### src/design/k_group_block_reverser_macros.svh
// Assertion macros shared by the k-group block reverser modules.
`ifndef K_GROUP_BLOCK_REVERSER_MACROS_SVH
`define K_GROUP_BLOCK_REVERSER_MACROS_SVH

`ifndef SYNTHESIS
`define KGBR_ASSERT(lbl, prop, msg) \
  lbl: assert property (@(posedge clk) disable iff (rst) prop) else $error(msg);
`define KGBR_NEVER(lbl, expr, msg) \
  lbl: assert property (@(posedge clk) disable iff (rst) !(expr)) else $error(msg);
`else
`define KGBR_ASSERT(lbl, prop, msg)
`define KGBR_NEVER(lbl, expr, msg)
`endif

`endif

### src/design/kgbr_pkg.sv
// Shared types and constants of the k-group block reverser.
`default_nettype none
package kgbr_pkg;

  localparam int DATA_W = 32;
  localparam int CFG_W  = 5;
  localparam int APB_AW = 3;

  // Register map
  localparam logic [APB_AW-1:0] ADDR_GROUP_SIZE  = 3'd0;
  localparam logic [CFG_W-1:0]  GROUP_SIZE_RESET = 5'd1;

  // How a finished group is to be replayed
  typedef struct packed {
    logic reverse;  // newest first
    logic eos;      // group closes the sequence
  } grp_flags_t;

endpackage
`default_nettype wire

### src/design/kgbr_ram.sv
// Generic simple dual-port RAM with registered read.
`default_nettype none
module kgbr_ram #(
  parameter int WIDTH = 32,
  parameter int DEPTH = 32
) (
  input  wire logic                     clk,
  input  wire logic                     we,
  input  wire logic [$clog2(DEPTH)-1:0] waddr,
  input  wire logic [WIDTH-1:0]         wdata,
  input  wire logic                     re,
  input  wire logic [$clog2(DEPTH)-1:0] raddr,
  output      logic [WIDTH-1:0]         rdata
);

  logic [WIDTH-1:0] mem [DEPTH];

  always_ff @(posedge clk) begin
    if (we) begin
      mem[waddr] <= wdata;
    end
    if (re) begin
      rdata <= mem[raddr];
    end
  end

endmodule
`default_nettype wire

### src/design/kgbr_front.sv
// Input side: stores elements into the write bank and closes groups.
`default_nettype none
module kgbr_front import kgbr_pkg::*; #(
  parameter int IDX_W = 4,
  parameter int CNT_W = 5
) (
  input  wire logic                    clk,
  input  wire logic                    rst,
  input  wire logic [CNT_W-1:0]        k_eff,
  input  wire logic                    s_axis_tvalid,
  output      logic                    s_axis_tready,
  input  wire logic signed [DATA_W-1:0] s_axis_tdata,   // element_value
  input  wire logic                    s_axis_tlast,   // end_of_sequence
  input  wire logic                    q_full,
  input  wire logic                    wbank,
  output      logic                    ram_we,
  output      logic [IDX_W:0]          ram_waddr,
  output      logic [DATA_W-1:0]       ram_wdata,
  output      logic                    q_push,
  output      logic [CNT_W-1:0]        q_push_count,
  output      grp_flags_t              q_push_flags
);

  logic [IDX_W-1:0] fill;
  logic [CNT_W-1:0] count;
  logic             accept;
  logic             reach;
  logic             emit;

  assign s_axis_tready = !q_full;
  assign accept        = s_axis_tvalid && s_axis_tready;
  assign count         = CNT_W'(fill) + CNT_W'(1);
  assign reach         = (count >= k_eff);
  assign emit          = reach || s_axis_tlast;

  assign ram_we    = accept;
  assign ram_waddr = {wbank, fill};
  assign ram_wdata = s_axis_tdata;

  assign q_push               = accept && emit;
  assign q_push_count         = count;
  assign q_push_flags.reverse = reach;
  assign q_push_flags.eos     = s_axis_tlast;

  always_ff @(posedge clk) begin
    if (rst) begin
      fill <= '0;
    end else if (accept) begin
      fill <= emit ? '0 : fill + 1'b1;
    end
  end

endmodule
`default_nettype wire

### src/design/kgbr_queue.sv
// Two-slot group descriptor queue; slot i owns RAM bank i.
`default_nettype none
module kgbr_queue import kgbr_pkg::*; #(
  parameter int CNT_W = 5
) (
  input  wire logic             clk,
  input  wire logic             rst,
  input  wire logic             push,
  input  wire logic [CNT_W-1:0] push_count,
  input  wire grp_flags_t       push_flags,
  output      logic             full,
  output      logic             wbank,
  input  wire logic             pop,
  output      logic             head_valid,
  output      logic [CNT_W-1:0] head_count,
  output      grp_flags_t       head_flags,
  output      logic             rbank
);

  logic             busy [2];
  logic [CNT_W-1:0] cnt  [2];
  grp_flags_t       flg  [2];
  logic             wptr;
  logic             rptr;

  assign full       = busy[wptr];
  assign wbank      = wptr;
  assign head_valid = busy[rptr];
  assign head_count = cnt[rptr];
  assign head_flags = flg[rptr];
  assign rbank      = rptr;

  always_ff @(posedge clk) begin
    if (rst) begin
      busy[0] <= 1'b0;
      busy[1] <= 1'b0;
      wptr    <= 1'b0;
      rptr    <= 1'b0;
    end else begin
      if (push) begin
        busy[wptr] <= 1'b1;
        wptr       <= ~wptr;
      end
      if (pop) begin
        busy[rptr] <= 1'b0;
        rptr       <= ~rptr;
      end
    end
  end

  always_ff @(posedge clk) begin
    if (push) begin
      cnt[wptr] <= push_count;
      flg[wptr] <= push_flags;
    end
  end

  `include "k_group_block_reverser_macros.svh"

  `KGBR_ASSERT(a_push_free, push |-> !busy[wptr], "group pushed into an occupied bank")
  `KGBR_ASSERT(a_pop_valid, pop |-> busy[rptr], "group released from an empty bank")

endmodule
`default_nettype wire

### src/design/kgbr_back.sv
// Output side: replays one group from its bank through a two-entry skid queue.
`default_nettype none
module kgbr_back import kgbr_pkg::*; #(
  parameter int IDX_W = 4,
  parameter int CNT_W = 5
) (
  input  wire logic                     clk,
  input  wire logic                     rst,
  input  wire logic                     head_valid,
  input  wire logic [CNT_W-1:0]         head_count,
  input  wire grp_flags_t               head_flags,
  input  wire logic                     rbank,
  output      logic                     q_pop,
  output      logic                     ram_re,
  output      logic [IDX_W:0]           ram_raddr,
  input  wire logic [DATA_W-1:0]        ram_rdata,
  output      logic                     m_axis_tvalid,
  input  wire logic                     m_axis_tready,
  output      logic signed [DATA_W-1:0] m_axis_tdata,   // out_value
  output      logic                     m_axis_tlast,   // run_last
  output      logic [0:0]               m_axis_tuser    // out_end_of_sequence
);

  typedef enum logic {IDLE, RUN} state_t;

  state_t           state;
  logic [IDX_W-1:0] idx;
  logic [CNT_W-1:0] cur_count;
  grp_flags_t       cur_flags;
  logic             pend;
  logic             pend_last;
  logic             pend_eos;

  logic [DATA_W-1:0] f_data [2];
  logic              f_last [2];
  logic              f_eos  [2];
  logic              head;
  logic [1:0]        occ;

  logic [CNT_W-1:0] idx_ext;
  logic [CNT_W-1:0] src;
  logic             last_i;
  logic             out_pop;
  logic [2:0]       occ_next;
  logic             issue;

  assign idx_ext  = CNT_W'(idx);
  assign last_i   = (CNT_W'(idx_ext + CNT_W'(1)) == cur_count);
  assign src      = cur_flags.reverse ? CNT_W'(cur_count - CNT_W'(1) - idx_ext) : idx_ext;
  assign out_pop  = m_axis_tvalid && m_axis_tready;
  // occupancy once the read in flight has landed and this cycle's pop is gone
  assign occ_next = 3'(occ) + 3'(pend) - 3'(out_pop);
  assign issue    = (state == RUN) && (occ_next < 3'd2);

  assign ram_re    = issue;
  assign ram_raddr = {rbank, src[IDX_W-1:0]};
  assign q_pop     = issue && last_i;

  always_ff @(posedge clk) begin
    if (rst) begin
      state <= IDLE;
      idx   <= '0;
      pend  <= 1'b0;
    end else begin
      pend <= issue;
      case (state)
        IDLE: begin
          if (head_valid) begin
            idx   <= '0;
            state <= RUN;
          end
        end
        RUN: begin
          if (issue) begin
            if (last_i) begin
              state <= IDLE;
            end else begin
              idx <= idx + 1'b1;
            end
          end
        end
        default: begin
          state <= IDLE;
        end
      endcase
    end
    if (state == IDLE) begin
      cur_count <= head_count;
      cur_flags <= head_flags;
    end
    pend_last <= last_i;
    pend_eos  <= last_i && cur_flags.eos;
  end

  // skid queue
  always_ff @(posedge clk) begin
    if (rst) begin
      head <= 1'b0;
      occ  <= 2'd0;
    end else begin
      occ <= occ_next[1:0];
      if (out_pop) begin
        head <= ~head;
      end
    end
  end

  always_ff @(posedge clk) begin
    if (pend) begin
      f_data[head ^ occ[0]] <= ram_rdata;
      f_last[head ^ occ[0]] <= pend_last;
      f_eos[head ^ occ[0]]  <= pend_eos;
    end
  end

  assign m_axis_tvalid   = (occ != 2'd0);
  assign m_axis_tdata    = f_data[head];
  assign m_axis_tlast    = f_last[head];
  assign m_axis_tuser[0] = f_eos[head];

  `include "k_group_block_reverser_macros.svh"

  `KGBR_ASSERT(a_skid_room, pend |-> (occ != 2'd2), "read data lands on a full skid queue")
  `KGBR_NEVER(a_occ_range, occ == 2'd3, "skid queue occupancy out of range")

endmodule
`default_nettype wire

### src/design/k_group_block_reverser.sv
// Top level of the k-group block reverser: register port and the front/back pair.
//
// Elements stream in on s_axis (tdata = element_value, tlast = end_of_sequence)
// and are written into one of two RAM banks. When group_size elements have
// gathered, the group is handed to the output side and replayed newest first;
// if the sequence ends short of a full group, the partial group is replayed in
// arrival order. Results leave on m_axis with tlast on the last result caused
// by an input item and tuser[0] on the final result of the sequence.
// group_size 0 acts as 1 (pass through); values above MAX_GROUP act as
// MAX_GROUP. Write group_size only while the block is idle.
// Rate: the input takes one item per cycle while a bank is free; the output
// gives one result per cycle while m_axis_tready is high, apart from a pass
// through the idle state at the start of each group. The two banks let one
// group fill while the other drains; the input stalls only when both hold
// finished groups.
`default_nettype none
module k_group_block_reverser import kgbr_pkg::*; #(
  parameter int MAX_GROUP = 16
) (
  input  wire logic                     clk,
  input  wire logic                     rst,
  // APB register port
  input  wire logic                     psel,
  input  wire logic                     penable,
  input  wire logic                     pwrite,
  input  wire logic [APB_AW-1:0]        paddr,
  input  wire logic [31:0]              pwdata,
  output      logic [31:0]              prdata,
  output      logic                     pready,
  // input items
  input  wire logic                     s_axis_tvalid,
  output      logic                     s_axis_tready,
  input  wire logic signed [DATA_W-1:0] s_axis_tdata,   // element_value
  input  wire logic                     s_axis_tlast,   // end_of_sequence
  // result items
  output      logic                     m_axis_tvalid,
  input  wire logic                     m_axis_tready,
  output      logic signed [DATA_W-1:0] m_axis_tdata,   // out_value
  output      logic                     m_axis_tlast,   // run_last
  output      logic [0:0]               m_axis_tuser    // out_end_of_sequence
);

  localparam int IDX_W     = $clog2(MAX_GROUP);
  localparam int CNT_W     = $clog2(MAX_GROUP + 1);
  localparam int CMP_W     = (CNT_W > CFG_W) ? CNT_W : CFG_W;
  localparam int RAM_DEPTH = 2 ** (IDX_W + 1);   // two banks

  logic [CFG_W-1:0] group_size;
  logic [CMP_W-1:0] gs_ext;
  logic [CNT_W-1:0] k_eff;
  logic             cfg_wr;

  // register port
  assign pready = 1'b1;
  assign cfg_wr = psel && penable && pwrite && (paddr == ADDR_GROUP_SIZE);
  assign prdata = (paddr == ADDR_GROUP_SIZE) ? 32'(group_size) : 32'd0;

  always_ff @(posedge clk) begin
    if (rst) begin
      group_size <= GROUP_SIZE_RESET;
    end else if (cfg_wr) begin
      group_size <= pwdata[CFG_W-1:0];
    end
  end

  // group size in force, clamped to 1..MAX_GROUP
  assign gs_ext = CMP_W'(group_size);
  always_comb begin
    if (gs_ext == '0) begin
      k_eff = CNT_W'(1);
    end else if (gs_ext > CMP_W'(MAX_GROUP)) begin
      k_eff = CNT_W'(MAX_GROUP);
    end else begin
      k_eff = gs_ext[CNT_W-1:0];
    end
  end

  // front <-> queue <-> back
  logic              q_push;
  logic [CNT_W-1:0]  q_push_count;
  grp_flags_t        q_push_flags;
  logic              q_full;
  logic              wbank;
  logic              q_pop;
  logic              head_valid;
  logic [CNT_W-1:0]  head_count;
  grp_flags_t        head_flags;
  logic              rbank;

  logic              ram_we;
  logic [IDX_W:0]    ram_waddr;
  logic [DATA_W-1:0] ram_wdata;
  logic              ram_re;
  logic [IDX_W:0]    ram_raddr;
  logic [DATA_W-1:0] ram_rdata;

  kgbr_front #(
    .IDX_W (IDX_W),
    .CNT_W (CNT_W)
  ) u_front (
    .clk           (clk),
    .rst           (rst),
    .k_eff         (k_eff),
    .s_axis_tvalid (s_axis_tvalid),
    .s_axis_tready (s_axis_tready),
    .s_axis_tdata  (s_axis_tdata),
    .s_axis_tlast  (s_axis_tlast),
    .q_full        (q_full),
    .wbank         (wbank),
    .ram_we        (ram_we),
    .ram_waddr     (ram_waddr),
    .ram_wdata     (ram_wdata),
    .q_push        (q_push),
    .q_push_count  (q_push_count),
    .q_push_flags  (q_push_flags)
  );

  kgbr_queue #(
    .CNT_W (CNT_W)
  ) u_queue (
    .clk        (clk),
    .rst        (rst),
    .push       (q_push),
    .push_count (q_push_count),
    .push_flags (q_push_flags),
    .full       (q_full),
    .wbank      (wbank),
    .pop        (q_pop),
    .head_valid (head_valid),
    .head_count (head_count),
    .head_flags (head_flags),
    .rbank      (rbank)
  );

  kgbr_ram #(
    .WIDTH (DATA_W),
    .DEPTH (RAM_DEPTH)
  ) u_store (
    .clk   (clk),
    .we    (ram_we),
    .waddr (ram_waddr),
    .wdata (ram_wdata),
    .re    (ram_re),
    .raddr (ram_raddr),
    .rdata (ram_rdata)
  );

  kgbr_back #(
    .IDX_W (IDX_W),
    .CNT_W (CNT_W)
  ) u_back (
    .clk           (clk),
    .rst           (rst),
    .head_valid    (head_valid),
    .head_count    (head_count),
    .head_flags    (head_flags),
    .rbank         (rbank),
    .q_pop         (q_pop),
    .ram_re        (ram_re),
    .ram_raddr     (ram_raddr),
    .ram_rdata     (ram_rdata),
    .m_axis_tvalid (m_axis_tvalid),
    .m_axis_tready (m_axis_tready),
    .m_axis_tdata  (m_axis_tdata),
    .m_axis_tlast  (m_axis_tlast),
    .m_axis_tuser  (m_axis_tuser)
  );

endmodule
`default_nettype wire
### config.mk
export PLATFORM = sky130hd
export DESIGN_NAME = k_group_block_reverser
export DESIGN_NICKNAME = d
export VERILOG_FILES = /design/src/design/kgbr_pkg.sv /design/src/design/kgbr_ram.sv /design/src/design/kgbr_front.sv /design/src/design/kgbr_queue.sv /design/src/design/kgbr_back.sv /design/src/design/k_group_block_reverser.sv
export VERILOG_INCLUDE_DIRS = /design/src /design/src/design
export SDC_FILE = /design/constraint.sdc
export NUM_CORES = 2
export LEC_CHECK = 0
export BUFFER_PORTS_ARGS = -buffer_cell sky130_fd_sc_hd__buf_4
export CORE_ASPECT_RATIO = 1.5
export CORE_UTILIZATION = 48
export CTS_CLUSTER_DIAMETER = 30
export CTS_CLUSTER_SIZE = 28
export DETAILED_ROUTE_END_ITERATION = 12
export GPL_TIMING_DRIVEN = 1
export SYNTH_ARGS = -nofsm -noshare
export SYNTH_HDL_FRONTEND = slang
export SYNTH_HIERARCHICAL = 1
export SYNTH_SLANG_ARGS = --single-unit
### constraint.sdc
create_clock -name clk -period 3.73 [get_ports clk]
set_input_delay 0.5595 -clock clk [delete_from_list [all_inputs] [get_ports clk]]
set_output_delay 0.5595 -clock clk [all_outputs]
set_load 0.02 [all_outputs]
==> key figures <==
STA
  • Fin Setup TNS: 0 ps
  • Peak Freq: 289 MHz
  • Skew final: 22.4 ps
  • Final min period: 3450 ps
  • Hold violation count in the final report: 0
  • Final period util: 92.6%
  • Final setup margin: roughly 280 ps
  • Final Max Slew Viols: 0
  • # setup viols final: 0
  • RSZ-0062 raised after global routing: false
  • Max_slew headroom: 26.3%
  • Worst Tran Pin Value: approximately 1100 ps

Clocking
  • Setup Buffers After CTS: 0
  • Clk_lat worst skew: 750 ps
  • Cts-stage hold buffer count: 1
  • Total CTS buffers: 144
  • Clock Sinks: around 1.2k
  • CTS tree: done
  • Post-CTS Resized: 0
  • CTS Buffer Depth: 3
  • Root Buffer: clkbuf_16
  • Clk slew on worst S/H paths: 60 ps
  • Htree depth: 4

Power
  • P_leak: ~18 nW
  • Clock Power Share: 35.5%
  • Flop pwr share: 39.5%
  • Power density over cell area: around 730 nW/µm²
  • NetSw: 11.6 mW
  • Switching Share: roughly 30%
  • Int Power: 27.7 mW
  • Worst IR drop on VDD: 414 µV
  • Comb pwr share: 25.0%

Place
  • Placed instance count: 3,933
  • Port buffer count: 88
  • Dpl hpwl: ~57,000 µm
  • Worst slack, placed: 297 ps
  • GPL Wtd Cong: 0.785

Die
  • Starting density of the core: 48.4%
  • Core Region: 95,500 µm²
  • Ports: roughly 140
  • # rows: 139
  • Die Area: 97,500 µm²
  • Die X: 255 µm
  • Height of the die: 382 µm

Logic synthesis
  • Seq/Total Area, Yosys: around 76%
  • Yosys warnings: 6
  • Unique masters post-synth: between 50 and 60
  • Synthesized instance count: 2,652
  • Post-synth EDFFs: between 1k and 1.5k
  • Ys flop type: edfxtp_1
  • Mapped Area: 46,200 µm²
  • Synthesis-stage register bit count: between 1k and 1.5k
  • Post-synth ARST share: 0%
  • Average size of a mapped cell: between 15 and 20 µm²

Critical path
  • Worst setup SP type: flop
  • CP Cell Sequence: inv_1, ha_1, fa_1, nand2_1, o21ai_0, and2_4, buf_12, a22o_1, nor3_1, a31oi_1, nand3_1
  • WP data required: 4200 ps
  • CP peak stage delay: 490 ps
  • Crit-path max FO: 46
  • Critical path's slowest cell: fa_1
  • Buf/Inv on CP: 2
  • Arrival time worst endpoint: 3930 ps
  • Largest delay share family, worst path: compound AO/OA/AOI/OAI gates
  • Worst Setup Path Type: reg2reg
  • Critical Path End Type: flop

Worst hold path
  • HP Class: in2reg

Drt
  • Via count: 23.7k
  • Detailed router's first-iteration violation count: 1,630
  • Routed WL: 107,000 µm
  • DRC: 0
  • Drt pass-1 iters: 6
  • Vias/cell: roughly 5.6
  • ANT nets after route: 0
  • Avg WL per Cell: 25.5 µm

Global route
  • GRT Total Usage: between 20% and 30%
  • First-pass GRT wire length: 156,000 µm
  • Initial antenna violation count: 1
  • Pin count of the biggest net entering global routing: 77
  • Global route overflow: 0
  • Vias in the first global route: between 20k and 25k

Finish
  • Non-filler cells, final: roughly 4.2k
  • Fraction of layout cells with a size suffix above 1: 17.7%
  • Nets: 2,902
  • Area delta synth->final: 16.1%

Status
  • Status: finished, final reports clean

Job
  • Maxcap violations: 0
==> path summary, 6_finish.rpt <==
path,startpoint,slack [ps],cells past startpoint,endpoint
worst min register to register,u_back/pend_eos$_DFF_P_,440,0,u_back/f_eos[0]$_DFFE_PP_
worst min-delay path,pwdata[1],100,3,group_size[1]$_SDFFE_PP0P_
worst max register to register,u_back/idx[0]$_SDFFE_PP0P_,280,11,u_store/rdata[16]$_DFFE_PP_
worst max-delay path,u_back/idx[0]$_SDFFE_PP0P_,280,11,u_store/rdata[16]$_DFFE_PP_
==> stage by stage <==
stage | power (mW) | util (%) | hold slack (ps) | area [µm²]
3_5_place_dp | 25.6 | 51.0 | 428 | 48700
2_1_floorplan | 22.6 | - | 404 | 46300
6_report | 39.3 | 56.1 | 104 | 53600
4_1_cts | 39.6 | 56.1 | 50.5 | 53600
3_3_place_gp | 25.5 | 51.0 | 418 | 48700
5_1_grt | 40.7 | 56.1 | 101 | 53600
==> state kept, by name, summed over array words and instances, names as in the netlist, 2 cells and up, named ones only <==
name / cells
u_store/mem: 1024
u_back/f_data: 64
u_store/rdata: 32
u_queue/cnt: 10
group_size: 5
u_back/cur_count: 5
u_back/idx: 4
u_front/fill: 4
u_queue/flg: 4
u_back/cur_flags: 2
u_back/f_eos: 2
u_back/f_last: 2
u_back/occ: 2
u_queue/busy: 2
==> power by group through the flow <==
stage                     combinational [mW]  sequential, mW  clock [mW]
final                                   9.83            15.5        13.9
after global routing                    10.5            15.5        14.6
after CTS                               9.89            15.5        14.2
after detailed placement                9.85            15.8           0
after global placement                  9.74            15.8           0
after floorplan                         7.03            15.5           0
==> worst reg2reg max path: stages, from the launching register on <==
cell	delay, ps
dfxtp_1	380
inv_1	140
ha_1	250
fa_1	490
nand2_1	50
o21ai_0	330
and2_4	480
buf_12	330
a22o_1	250
nor3_1	50
a31oi_1	310
nand3_1	130
==> synthesized netlist by cell type, types with 14 or more instances <==
cell / count / area [µm²]
buf_2: 26 / 130
buf_4: 99 / 743
inv_1: 19 / 71.3
buf_6: 17 / 191
nand3_1: 101 / 505
mux2i_1: 518 / 5180
mux2_2: 34 / 383
nand2b_1: 15 / 93.8
clkbuf_1: 51 / 191
ha_1: 14 / 175
a31oi_1: 32 / 200
edfxtp_1: 1145 / 34400
nor3_1: 34 / 170
a22o_1: 64 / 561
a21oi_1: 104 / 521
dfxtp_1: 27 / 541
a22oi_1: 96 / 721
nor2_1: 52 / 195
nand2_1: 106 / 398
==> final cells by class <==
| cell class | instances | area [µm²] |
|---|---|---|
| Timing Repair Buffer | 189 | 1870 |
| Clock buffer | 168 | 3880 |
| Fill cell | 7217 | 41900 |
| Sequential cell | 1172 | 34900 |
| Multi-Input combinational cell | 1285 | 10300 |
| Inverter | 19 | 71.3 |
| Antenna cell | 3 | 7.51 |
| Clock inverter | 95 | 980 |
| Tap cell | 1269 | 1590 |
==> cell usage in the layout (no fill, tap or decap), types with 28 or more instances in the layout <==
master	Yosys	final
conb_1	2	28
nand2_1	106	105
buf_12	0	36
mux2i_1	518	518
mux2_2	34	34
buf_4	99	152
clkbuf_16	0	153
nor3_1	34	34
edfxtp_1	1145	1145
a31oi_1	32	32
a21oi_1	104	104
nand3_1	101	101
a22oi_1	96	96
nor2_4	0	33
a22o_1	64	64
==> cells by family (layout without fill, tap and decap cells) <==
family | count (synthesis) | count (layout) | share of synthesized area (%)
flops | 1172 | 1172 | 75.6
mux | 559 | 559 | 12.3
simple gates | 351 | 351 | 3.63
compound gates | 314 | 314 | 4.68
buf+inv | 221 | 471 | 2.96
xor+xnor | 17 | 17 | 0.322
fa+ha+maj | 16 | 16 | 0.466
other cells | 2 | 31 | 0.0163
==> layer usage <==
metal / global-route usage, % / vias up / part of all wire (%)
met4: 6.54 / 2 / 2.4
li1: - / 10600 / -
met2: 40.1 / 688 / 53
met3: 3.82 / 183 / 4.8
met5: 0 / - / 0.011
met1: 27.3 / 12200 / 39
No activity file was read; power rests on OpenSTA's default activity.
